<file path="src/sv/stq_pkg.sv">
`timescale 1ns / 1ps
// ----------------------------------------------------------------------------
// stq_pkg
// Shared types and codes for the sorted timer queue: opcodes, status codes,
// sequencer steps and the command/status groups between control and datapath.
// ----------------------------------------------------------------------------
package stq_pkg;

    localparam int TIMER_COUNT_DEF = 32;
    localparam int MAX_RESULTS     = 32;
    localparam int N_W             = 6;

    localparam logic [1:0] OP_SET    = 2'd0;
    localparam logic [1:0] OP_CANCEL = 2'd1;
    localparam logic [1:0] OP_UPDATE = 2'd2;
    localparam logic [1:0] OP_TICK   = 2'd3;

    localparam logic [1:0] ST_OK       = 2'd0;
    localparam logic [1:0] ST_NOFREE   = 2'd1;
    localparam logic [1:0] ST_INACTIVE = 2'd2;

    typedef enum logic [14:0] {
        S_IDLE  = 15'b000000000000001,
        S_SET0  = 15'b000000000000010,
        S_SET1  = 15'b000000000000100,
        S_LINK0 = 15'b000000000001000,
        S_SCAN  = 15'b000000000010000,
        S_INS2  = 15'b000000000100000,
        S_HEAD1 = 15'b000000001000000,
        S_HEAD2 = 15'b000000010000000,
        S_DONE  = 15'b000000100000000,
        S_CHK0  = 15'b000001000000000,
        S_CHK1  = 15'b000010000000000,
        S_TCHK  = 15'b000100000000000,
        S_TRD   = 15'b001000000000000,
        S_TCMP  = 15'b010000000000000,
        S_TEND  = 15'b100000000000000
    } state_t;

    typedef struct packed {
        state_t step;
    } cmd_t;

    typedef struct packed {
        logic [1:0] op;
        logic       is_cancel;
        logic       fc_zero;
        logic       cnt_zero;
        logic       bad_hd;
        logic       dl_gt;
        logic       now_lt;
        logic       tick_new;
        logic       scan_last;
        logic       n_max;
        logic       pend;
        logic       out_free;
    } stat_t;

endpackage

</file>
<file path="src/sv/stq_ctrl.sv">
`timescale 1ns / 1ps
// ----------------------------------------------------------------------------
// stq_ctrl
// Sequencer for the timer queue: steps through set, cancel, update and tick.
// ----------------------------------------------------------------------------
module stq_ctrl
    import stq_pkg::*;
(
    input  logic  clk,
    input  logic  rst_n,
    input  logic  in_valid,
    input  stat_t st,
    output cmd_t  cmd
);

    state_t state_reg, state_next;

    always_comb
    begin
        state_next = state_reg;
        case (state_reg)
            S_IDLE:
            begin
                if (in_valid)
                begin
                    case (st.op)
                        OP_SET:  state_next = S_SET0;
                        OP_TICK: state_next = S_TCHK;
                        default: state_next = S_CHK0;
                    endcase
                end
            end
            S_SET0:
            begin
                if (!st.fc_zero)
                    state_next = S_SET1;
                else if (st.out_free)
                    state_next = S_IDLE;
            end
            S_SET1:  state_next = S_LINK0;
            S_LINK0: state_next = st.cnt_zero ? S_DONE : S_SCAN;
            S_SCAN:
            begin
                if (st.dl_gt)
                    state_next = S_INS2;
                else if (st.scan_last)
                    state_next = S_HEAD1;
            end
            S_INS2:  state_next = S_DONE;
            S_HEAD1: state_next = S_HEAD2;
            S_HEAD2: state_next = S_DONE;
            S_DONE:
            begin
                if (st.out_free)
                    state_next = S_IDLE;
            end
            S_CHK0:
            begin
                if (!st.bad_hd)
                    state_next = S_CHK1;
                else if (st.out_free)
                    state_next = S_IDLE;
            end
            S_CHK1:  state_next = st.is_cancel ? S_DONE : S_LINK0;
            S_TCHK:
            begin
                if (st.tick_new)
                    state_next = S_TRD;
                else if (st.out_free)
                    state_next = S_IDLE;
            end
            S_TRD:   state_next = (st.cnt_zero || st.n_max) ? S_TEND : S_TCMP;
            S_TCMP:
            begin
                if (st.now_lt)
                    state_next = S_TEND;
                else if (!(st.pend && !st.out_free))
                    state_next = S_TRD;
            end
            S_TEND:
            begin
                if (st.out_free)
                    state_next = S_IDLE;
            end
            default: state_next = S_IDLE;
        endcase
    end

    always_ff @(posedge clk or negedge rst_n)
    begin
        if (!rst_n)
            state_reg <= S_IDLE;
        else
            state_reg <= state_next;
    end

    assign cmd.step = state_reg;

endmodule

</file>
<file path="config.mk">
export PLATFORM = sky130hd
export DESIGN_NAME = stq_ctrl
export DESIGN_NICKNAME = d
export VERILOG_FILES = /design/src/sv/stq_pkg.sv /design/src/sv/stq_ctrl.sv
export SDC_FILE = /design/constraint.sdc
export NUM_CORES = 1
export LEC_CHECK = 0
export BUFFER_PORTS_ARGS = -buffer_cell sky130_fd_sc_hd__buf_2
export CAP_MARGIN = 20
export CELL_PAD_IN_SITES_DETAIL_PLACEMENT = 1
export CELL_PAD_IN_SITES_GLOBAL_PLACEMENT = 1
export CORE_MARGIN = 4
export CORE_UTILIZATION = 40
export CTS_BUF_LIST = sky130_fd_sc_hd__clkbuf_8 sky130_fd_sc_hd__clkbuf_16
export DETAILED_ROUTE_END_ITERATION = 16
export PLACE_DENSITY_LB_ADDON = 0.1
export SYNTH_ARGS = -nofsm -noshare
export SYNTH_HDL_FRONTEND = slang
export SYNTH_SLANG_ARGS = --single-unit
</file>
<file path="constraint.sdc">
create_clock -name clk -period 2.95 [get_ports clk]
set_input_delay 0.4425 -clock clk [delete_from_list [all_inputs] [get_ports clk]]
set_output_delay 0.4425 -clock clk [all_outputs]
set_load 0.03 [all_outputs]
</file>
# After elaboration in Yosys (flattened, before gate mapping)
# Index checks and enable logic that the tools add are counted.
# Widths: inputs -> output; s select.
dict set report classes {
  n_eq_ne 19
  muxes 14
  reduce_logical 7
}
# cell count
set ops {}
lappend ops {{$pmux 15 s13} 1}
lappend ops {{$mux 15} 10}
lappend ops {{$pmux 12 s2} 1}
lappend ops {{$mux 9} 2}
lappend ops {{$eq 15x1->1 const B} 1}
lappend ops {{$eq 15x10->1 const B} 1}
lappend ops {{$eq 15x11->1 const B} 1}
lappend ops {{$eq 15x12->1 const B} 1}
lappend ops {{$eq 15x13->1 const B} 1}
lappend ops {{$eq 15x14->1 const B} 1}
lappend ops {{$eq 15x15->1 const B} 1}
lappend ops {{$eq 15x2->1 const B} 1}
lappend ops {{$eq 15x3->1 const B} 1}
lappend ops {{$eq 15x4->1 const B} 1}
lappend ops {{$eq 15x5->1 const B} 1}
lappend ops {{$eq 15x6->1 const B} 1}
lappend ops {{$eq 15x7->1 const B} 1}
lappend ops {{$eq 15x8->1 const B} 1}
lappend ops {{$eq 15x9->1 const B} 1}
lappend ops {{$ne 3x3->1 const B} 2}
lappend ops {{$reduce_or 2->1} 2}
lappend ops {{$reduce_and 3->1} 1}
lappend ops {{$eq 2x2->1 const B} 1}
lappend ops {{$logic_not 2->1} 1}
lappend ops {{4 further kinds} 4}
dict set report totals {
  regBits 15
  in_bits 16
  output_inout_bits 15
  elab_cells 41
}

# Longest topological paths before layout
# Gate-level depths: netlist of run 1.
dict set report depth {
  ltp_word 5
  mapped_depth 6
  ltp_nobuf 5
}

# Worst setup path before layout of run 1
# OpenSTA, ideal clock, no wires.
dict set report synth_path {
  kind {register -> register}
  start {register state_reg[13] (netlist: cmd[13])}
  end {register state_reg[12] (netlist: cmd[12])}
  setup_ns 0.142
  t_arrival_ns 1.868
  t_required_ns 2.808
  path_slack_ns 0.940
  path_stages_with_launch 7
  path_buffers 1
  synth_period_minus_slack_ns 2.010
  cell_sequence {dfrtp_1 -> clkbuf_2 -> nor3_2 -> nand4_4 -> or4_4 -> nand3b_4 -> nor3_2}
}
dict set report synth_between {
  elab_chain_len 3
  word_cells_on_any_way 22
  classes_between {eq/ne (18); mux (1); reduce/logical (3)}
}
# element line
set synth_rtl {}
lappend synth_rtl {{start: declaration} stq_ctrl.sv:16} ;# state_t state_reg, state_next;
lappend synth_rtl {{start signal: assignment} stq_ctrl.sv:94} ;# state_reg <= state_next;
lappend synth_rtl {{$eq 15x15->1 (tied with other cells)} stq_ctrl.sv:21} ;# case (state_reg)
lappend synth_rtl {{$reduce_or 2->1 (no line) (tied with other cells)} --}
lappend synth_rtl {{$pmux 15 s13 / $reduce_and 3->1 (equally long branches)} --}
# Several ways; a longest one is shown, not always the timed one.
# A chain may end at the register's enable or synchronous reset.

# Worst setup path in the final report of run 1
dict set report layout_path {
  start {register state_reg[8] (netlist: cmd[8])}
  end {register state_reg[0] (netlist: cmd[0])}
}
# The elaborated chain is that of the path after synthesis.

==> run_results.csv, run 1 <==
group,metric,value,unit
run_status,status,"finished, final reports clean",
global_route,grt_pass1_wl,5.161,mm
placed_design,gp_congestion,0.8674,
cts,root_buffer,"clkbuf_8",
critical_path,crit_path_max_fanout,8,
critical_path,path_delay_family,"simple AND/OR/NAND/NOR gates",
yosys,avgSynthCellArea,9.215,µm²
floorplan,placement_rows,18,
global_route,overflow,0,
cts,clock_latency,0.25,ns
critical_path,worstPathArrival,2.24,ns
critical_path,endpoint_kind,"flop",
critical_path,path_class,"flop to flop",
global_route,antenna_found_initial,0,
yosys,synth_nets,133,
power,power.density,765.6,nW/µm²
power,finalPower,983.8,µW
routing,drtIter0Drc,44,
routing,wl,3.217,mm
cells_and_area,area_growth,21.25,%
global_route,grt_pass1_vias,1085,
cells_and_area,drive_gt1_share,31.29,%
yosys,yosysTopAreaCell,"dfrtp_1",
yosys,syn-instance-count,115,
global_route,grt_start_max_net_pins,16,
global_route,gr-usage-all-layers,19.74,%
timing,rsz0062_at_grt,"false",
yosys,async_reset_ff_share,100.0,%
yosys,synth_edf_count,0,
timing,timing.setup.tns,0,ns
critical_path,cp.buffers_inverters,1,
cts,clk_pin_slew,0.07,ns
routing,vias,1023,
placed_design,hpwl,2.574,mm
yosys,synth-seq-cells,15,
floorplan,die_h,59.47,µm
cells_and_area,layout_common_cells,"buf_2 (30), dfrtp_1 (14), nor2_1 (11)",
timing,hold_viol,0,
timing,maxSlewHeadroom,59.38,%
floorplan,fp.dieArea,3537,µm²
job,cap_violations,0,
yosys,synthDistinctLibCells,43,
floorplan,boundaryPins,31,
cells_and_area,largest_register_ffs,15,
yosys,ys_top_cells_by_area,"dfrtp_1 (33%), nor3_1 (4.3%), nor2_1 (3.9%), a32oi_1 (3.3%), xor2_1 (3.3%)",
yosys,synthFlopType,"dfrtp_1",
cells_and_area,layout_commonest_cell,"buf_2",
worst_hold_path,hold_path_class,"primary input to async pin",
routing,dr.pass1.iters,4,
critical_path,crit_slowest_cell,"nor4_4",
placed_design,io_buffers,30,
yosys,yosysSeqAreaShare,35.54,%
routing,routedWlPerCell,18.18,µm
cells_and_area,n_antenna_cell,0,
critical_path,path_cells,"nor4_4, nand3_1, nor3_2, a2111oi_0, buf_4, nand2b_1",
timing,fin_skew,0.003417,ns
cells_and_area,nFillCells,309,
power,ir_drop,0.0005551,V
timing,setup_viol,0,
cells_and_area,nets,166,
cts,cts_sinks,15,
cts,cts_tree,"built",
power,leakagePower,0.6360,nW
yosys,synth_area,1060,µm²
critical_path,max_stage_delay,0.53,ns
critical_path,start_kind,"flop",
cts,cts_max_path_buffers,2,
cts,numCtsBuffers,3,
cts,postCtsSetupBuffers,0,
timing,tightest_slew,0.6043,ns
timing,fin_crit,2.068,ns
floorplan,start_util,42.39,%
timing,fmax,0.4836,GHz
floorplan,core,2500,µm²
floorplan,die_w,59.47,µm
timing,slew_viol_final,0,
critical_path,required,3.12,ns
cts,hold_buffers,0,
yosys,synth_top_area_share,33.06,%
routing,ant_nets,0,
routing,drc,0,
yosys,yosysWarningCount,0,
routing,viasPerCell,5.780,
cts,post_cts_resized,0,
cts,htree_levels,1,
timing,finalCritPeriodShare,70.10,%
routing by layer:
layer	wire length, µm	track usage [%]
met4	58	7.767
met3	149	3.050
met2	1556	33.07
met1	1452	25.17
met5	0	0
worst register-to-register path, cell delays in order (launching register included):
cell and delay [ns]:
dfrtp_1 0.48, nor4_4 0.53, nand3_1 0.26, nor3_2 0.24, a2111oi_0 0.16, buf_4 0.17
nand2b_1 0.14
through the flow:
step	util (%)	hold slack (ns)	cells	cell area (µm²)	worst slack, ns
floorplan	-	0.1469	115	1060	0.9403
global placement	49.60	0.3711	173	1240	0.9218
detailed placement	49.60	0.3650	173	1240	0.9230
CTS	51.40	0.09433	177	1285	0.8866
global route	51.40	0.1104	177	1285	0.7037
finish	51.40	0.09025	177	1285	0.8820
area by class of cell:
cell class                      count  area, µm²  area share, %
Clock buffer                        3      41.29          3.213
Clock inverter                      1      3.754         0.2921
Inverter                            8      30.03          2.337
Multi-Input combinational cell     89      638.1          49.66
Sequential cell                    15      376.6          29.31
Tap cell                           30      37.54          2.921
Timing Repair Buffer               31      157.7          12.27
kinds of logic (layout without fill, tap and decap cells):
logic type | Yosys count | after routing | share of synthesized area (%)
DFF | 15 | 15 | 35.54
buffers and inverters | 11 | 43 | 4.250
and+or+nand+nor | 61 | 61 | 38.61
xor gates and xnor gates | 6 | 6 | 4.959
AOI/OAI and AO/OA | 20 | 20 | 14.29
adders and majority gates | 2 | 2 | 2.361
report_power, final:
| group | internal (mW) | total (mW) | switching, mW |
|---|---|---|---|
| clock network | 0.0924 | 0.173 | 0.0805 |
| registers | 0.237 | 0.297 | 0.0598 |
| logic | 0.205 | 0.514 | 0.310 |
synth_stat cells (all sizes together) (2+ instances only):
library cell and n:
a22oi 2, nand4 3, o21ai 2, nor2 11
ha 2, a21oi 3, dfrtp 14, nand3b 3
xnor2 2, nor4b 3, xor2 4, buf 2
inv 8, o32ai 2, a32oi 4, nand3 6
nand2 8, nand2b 2, nor3 12, nor4 4
worst paths after layout:
check,start,end,slack (ns),cells past startpoint
worst min register to register,cmd[0],cmd[0],0.66,2
worst max-delay path,cmd[8],cmd[0],0.88,6
worst min-delay path,rst_n,cmd[4],0.09,1
min in group clk,st[7],cmd[10],0.36,2
max in group asynchronous,rst_n,cmd[0],2.55,1
worst max register to register,cmd[8],cmd[0],0.88,6
(Power assumes the default switching activity.)
==> run 2: changes to the inputs <==
CORE_UTILIZATION = 34   (was 40)
clock period = 1.7 ns   (was 2.95 ns; I/O delays follow)
==> run 2 against run 1 <==
  * The run now ends with negative setup slack left
  * Sequential share of layout area is 8.1 points lower
  * Die area is 15% higher
  * Clock skew is 0.0027 ns lower
  * Via count is 29% higher
  * Sequential power is 69% higher
  * Power grew to 2.6 times the previous value
  * Worst setup slack worse by 1.1 ns
  * Worst hold slack better by 0.074 ns
  * Cell count is 33% higher
  * Utilization is 12 points higher
  * Critical endpoint is now cmd[8]
  * Largest power group unchanged
==> run_results.csv, run 2 (same netlist as run 1, synthesis figures left out) <==
group,metric,value,unit
run_status,status,"finished with violations",
run_status,violations,"negative setup slack",
timing,fin_skew,0.0007572,ns
critical_path,path_class,"flop to flop",
routing,dr.pass1.iters,4,
cts,cts_sinks,15,
cells_and_area,nets,213,
power,power.density,1412,nW/µm²
timing,hold_viol,0,
cts,root_buffer,"clkbuf_8",
cells_and_area,area_growth,71.07,%
job,cap_violations,0,
global_route,antenna_found_initial,0,
timing,fmax,0.5131,GHz
power,ir_drop,0.0009637,V
placed_design,dpl_cell_area,1613,µm²
cells_and_area,layout_common_cells,"buf_4 (45), buf_2 (30), nor2_1 (10)",
global_route,grt_pass1_vias,1420,
floorplan,placement_rows,19,
cts,clock_latency,0.26,ns
critical_path,endpoint_kind,"flop",
timing,slew_viol_final,0,
routing,ant_nets,0,
timing,rsz0062_at_grt,"true",
routing,drc,0,
placed_design,pre_cts_ws,-0.2012,ns
floorplan,boundaryPins,31,
timing,fin_ws,-0.2488,ns
cts,cts_tree,"built",
cells_and_area,drive_gt1_share,58.25,%
cells_and_area,layout_commonest_cell,"buf_4",
cells_and_area,n_antenna_cell,0,
cells_and_area,multi_input_area,770.7,µm²
power,leakagePower,0.9119,nW
placed_design,hpwl,3.253,mm
critical_path,worstPathArrival,2.12,ns
critical_path,crit_path_max_fanout,2,
timing,maxSlewHeadroom,74.99,%
global_route,gr-usage-all-layers,25.32,%
floorplan,die_h,63.83,µm
timing,finalCritPeriodShare,114.6,%
routing,routedWlPerCell,20.93,µm
cts,numCtsBuffers,3,
global_route,grt_pass1_wl,7.900,mm
cts,clk_pin_slew,0.07,ns
cells_and_area,nFillCells,334,
floorplan,core,2877,µm²
cts,htree_levels,1,
critical_path,start_kind,"flop",
global_route,grt_start_max_net_pins,16,
cts,cts_max_path_buffers,2,
floorplan,fp.dieArea,4074,µm²
floorplan,die_w,63.83,µm
critical_path,required,1.87,ns
routing,drtIter0Drc,67,
cells_and_area,largest_register_ffs,15,
cells_and_area,fin_area,1813,µm²
placed_design,io_buffers,30,
worst_hold_path,hold_path_class,"primary input to flop",
timing,setup_viol,10,
global_route,overflow,0,
floorplan,start_util,36.84,%
routing,wl,4.939,mm
timing,fin_crit,1.949,ns
timing,tightest_slew,0.3740,ns
cells_and_area,seqCellArea,385.4,µm²
routing,vias,1323,
routing,viasPerCell,5.606,
placed_design,gp_congestion,0.8805,
## run 2: area by class of cell
cell class	count	share of cell area [%]
Clock buffer	3	2.277
Sequential cell	15	21.26
Tap cell	42	2.899
Timing Repair Buffer	78	29.19
Multi-Input combinational cell	89	42.51
Clock inverter	1	0.2070
Inverter	8	1.656
## run 2: layer usage
layer / share of wire [%] / vias to the layer above / track usage [%]
li1: - / 594 / -
met1: 41 / 661 / 30.63
met2: 51 / 53 / 46.19
met3: 5.1 / 15 / 3.503
met4: 2.9 / 0 / 7.547
met5: 0 / - / 0
## run 2: worst paths after layout
check                      startpoint      end  slack (ns)  cells past startpoint
max in group asynchronous       rst_n   cmd[0]        0.93                      2
min                             st[7]  cmd[10]        0.16                      2
max reg2reg                   cmd[10]   cmd[8]       -0.25                      9
min reg2reg                    cmd[1]   cmd[1]        0.67                      2
max                           cmd[10]   cmd[8]       -0.25                      9
min in group asynchronous       rst_n   cmd[7]        0.46                      2
## run 2: where the power goes
part	internal [mW]	switching (mW)
clock network	0.161	0.145
logic	0.878	0.875
registers	0.417	0.0842
total	1.46	1.10
## run 2: worst max-delay path: stages (launching register included)
cell and delay (ns):
dfrtp_2 0.43, nor4_4 0.36, buf_4 0.20, buf_4 0.11, buf_6 0.10, nand4_1 0.11
a21oi_2 0.22, buf_4 0.14, nor2_2 0.05, o221ai_1 0.16
## run 2: stage by stage
step	utilization (%)	power [mW]	TNS (ns)	hold slack [ns]	instances
global placement	56.07	1.871	-1.311	0.1882	226
global route	63.03	2.694	-2.493	0.1798	236
floorplan	-	1.179	-1.268	-0.04059	115
detailed placement	56.07	1.905	-1.433	0.1919	226
CTS	61.98	2.441	-1.310	0.1652	235
finish	63.03	2.560	-1.903	0.1639	236
## run 2: what timing repair did
action	CTS	global route
hold buffers	1	0
buffers inserted	6	1
setup endpoints to repair	10	10
resized for setup	15	5
hold endpoints to repair	14	0
pin swaps	12	10
==> run 3: changes to the inputs <==
CORE_UTILIZATION = 40   (was 34)
clock period = 2.4 ns   (was 1.7 ns; I/O delays follow)
==> run 3 against run 2 <==
  * The flow now finishes without violations
  * Combinational power shrank 61%
  * Maximum frequency shrank 7.4%
  * Utilization shrank 10 points
  * Worst setup slack gained 0.55 ns
  * Largest power group unchanged
  * Cell count shrank 23%
  * First-iteration DRC count shrank 42%
  * Via count shrank 20%
  * Highest routed layer unchanged
==> run_results.csv, run 3 (same netlist as run 1, synthesis figures left out) <==
group,metric,value,unit
floorplan,die_h,59.47,µm
job,cap_violations,0,
floorplan,placement_rows,18,
timing,slew_viol_final,0,
global_route,overflow,0,
placed_design,io_buffers,30,
routing,vias,1061,
cts,post_cts_resized,0,
routing,drtIter0Drc,39,
cts,clk_pin_slew,0.07,ns
cells_and_area,nets,170,
timing,setup_viol,0,
cells_and_area,n_antenna_cell,0,
critical_path,start_kind,"flop",
cells_and_area,area_growth,24.08,%
floorplan,die_w,59.47,µm
timing,hold_viol,0,
placed_design,gp_congestion,0.7946,
power,leakagePower,0.6551,nW
cts,clock_latency,0.25,ns
placed_design,hpwl,2.636,mm
cts,cts_sinks,15,
global_route,gr-usage-all-layers,20.31,%
routing,dr.pass1.iters,4,
power,ir_drop,0.0007128,V
cts,numCtsBuffers,3,
global_route,grt_start_max_net_pins,16,
floorplan,boundaryPins,31,
worst_hold_path,hold_path_class,"primary input to async pin",
floorplan,core,2500,µm²
critical_path,cpMostUsedCell,"nor3_2",
timing,timing.setup.tns,0,ns
cts,cts_tree,"built",
timing,fin_crit,2.104,ns
routing,viasPerCell,5.862,
cells_and_area,drive_gt1_share,33.11,%
timing,fmax,0.4754,GHz
critical_path,crit_path_max_fanout,7,
critical_path,regToRegSetupSlack,0.30,ns
cts,cts_max_path_buffers,2,
cells_and_area,nFillCells,303,
cells_and_area,layout_common_cells,"buf_2 (30), dfrtp_1 (14), nor2_1 (11)",
routing,ant_nets,0,
timing,finalCritPeriodShare,87.65,%
floorplan,fp.dieArea,3537,µm²
critical_path,max_stage_delay,0.49,ns
timing,rsz0062_at_grt,"false",
critical_path,path_class,"flop to flop",
cts,root_buffer,"clkbuf_8",
critical_path,worstPathArrival,2.28,ns
timing,maxSlewHeadroom,60.07,%
critical_path,worstReg2RegStart,"cmd[12]",
cts,hold_buffers,0,
cells_and_area,largest_register_ffs,15,
cells_and_area,final_util,52.60,%
critical_path,reg2reg_to,"cmd[0]",
critical_path,endpoint_kind,"flop",
routing,drc,0,
critical_path,worstRegToRegCells,6,
global_route,grt_pass1_vias,1093,
critical_path,required,2.57,ns
timing,tightest_slew,0.5907,ns
critical_path,path_cells,"nor3_2, nand3_1, nor3_2, a2111oi_0, buf_4, nand2b_1",
global_route,grt_pass1_wl,5.354,mm
cells_and_area,layout_commonest_cell,"buf_2",
timing,fin_skew,0.002977,ns
cts,htree_levels,1,
cts,postCtsSetupBuffers,0,
critical_path,crit_slowest_cell,"nor3_2",
global_route,antenna_found_initial,0,
routing,routedWlPerCell,18.27,µm
run_status,status,"finished, final reports clean",
routing,wl,3.306,mm
power,power.density,949.1,nW/µm²
floorplan,start_util,42.39,%
## run 3: cell count changes in the layout (fill, tap and decap cells not counted), moves of 3 or more
cell	previous run	this run
dfrtp_1	7	14
nor4b_1	0	3
buf_4	45	5
dfrtp_2	7	0
## run 3: power breakdown
group | switching (mW) | internal [mW] | leakage, nW | total (mW)
registers | 0.0731 | 0.291 | 0.205 | 0.364
logic | 0.396 | 0.279 | 0.424 | 0.675
clock network | 0.0954 | 0.113 | 0.0269 | 0.209
## run 3: worst max-delay path by stage
stage / startpoint / to / slack, ns
after floorplan: cmd[13] / cmd[12] / 0.39
after global placement: cmd[12] / cmd[0] / 0.44
after detailed placement: cmd[12] / cmd[0] / 0.35
after CTS: cmd[0] / cmd[0] / 0.31
after global routing: cmd[12] / cmd[12] / 0.09
final: cmd[12] / cmd[0] / 0.30
## run 3: worst max-delay path: cells and delay by family (launching register included)
| kind | cells | cell delay (ns) |
|---|---|---|
| and+or+nand+nor | 4 | 1.19 |
| DFF | 1 | 0.46 |
| AOI/OAI and AO/OA | 1 | 0.18 |
| buffers and inverters | 1 | 0.18 |
## run 3: cell type report
class / instances / area [µm²] / share of cell area [%]
inverter: 8 / 30.03 / 2.284
clock buffer: 3 / 41.29 / 3.140
sequential: 15 / 376.6 / 28.64
tap: 30 / 37.54 / 2.854
timing repair buffer: 35 / 187.7 / 14.27
clock inverter: 1 / 3.754 / 0.2854
multi-input combinational: 89 / 638.1 / 48.53
## run 3: metrics by stage
stage	power [mW]	setup slack, ns	cells	hold slack (ns)	area (µm²)
3_5_place_dp	1.032	0.3480	177	0.2894	1270
2_1_floorplan	0.8013	0.3903	115	0.06441	1060
4_1_cts	1.246	0.3140	181	0.01583	1315
5_1_grt	1.330	0.09284	181	0.03443	1315
3_3_place_gp	1.016	0.4420	177	0.2916	1270
6_report	1.248	0.2964	181	0.01138	1315
## run 3: routing by layer
layer	track usage, %	vias up	wire (µm)
met1	26.56	529	1480
met5	0	-	0
met2	33.85	24	1657
met3	3.486	2	152
met4	6.149	0	15
li1	-	506	-
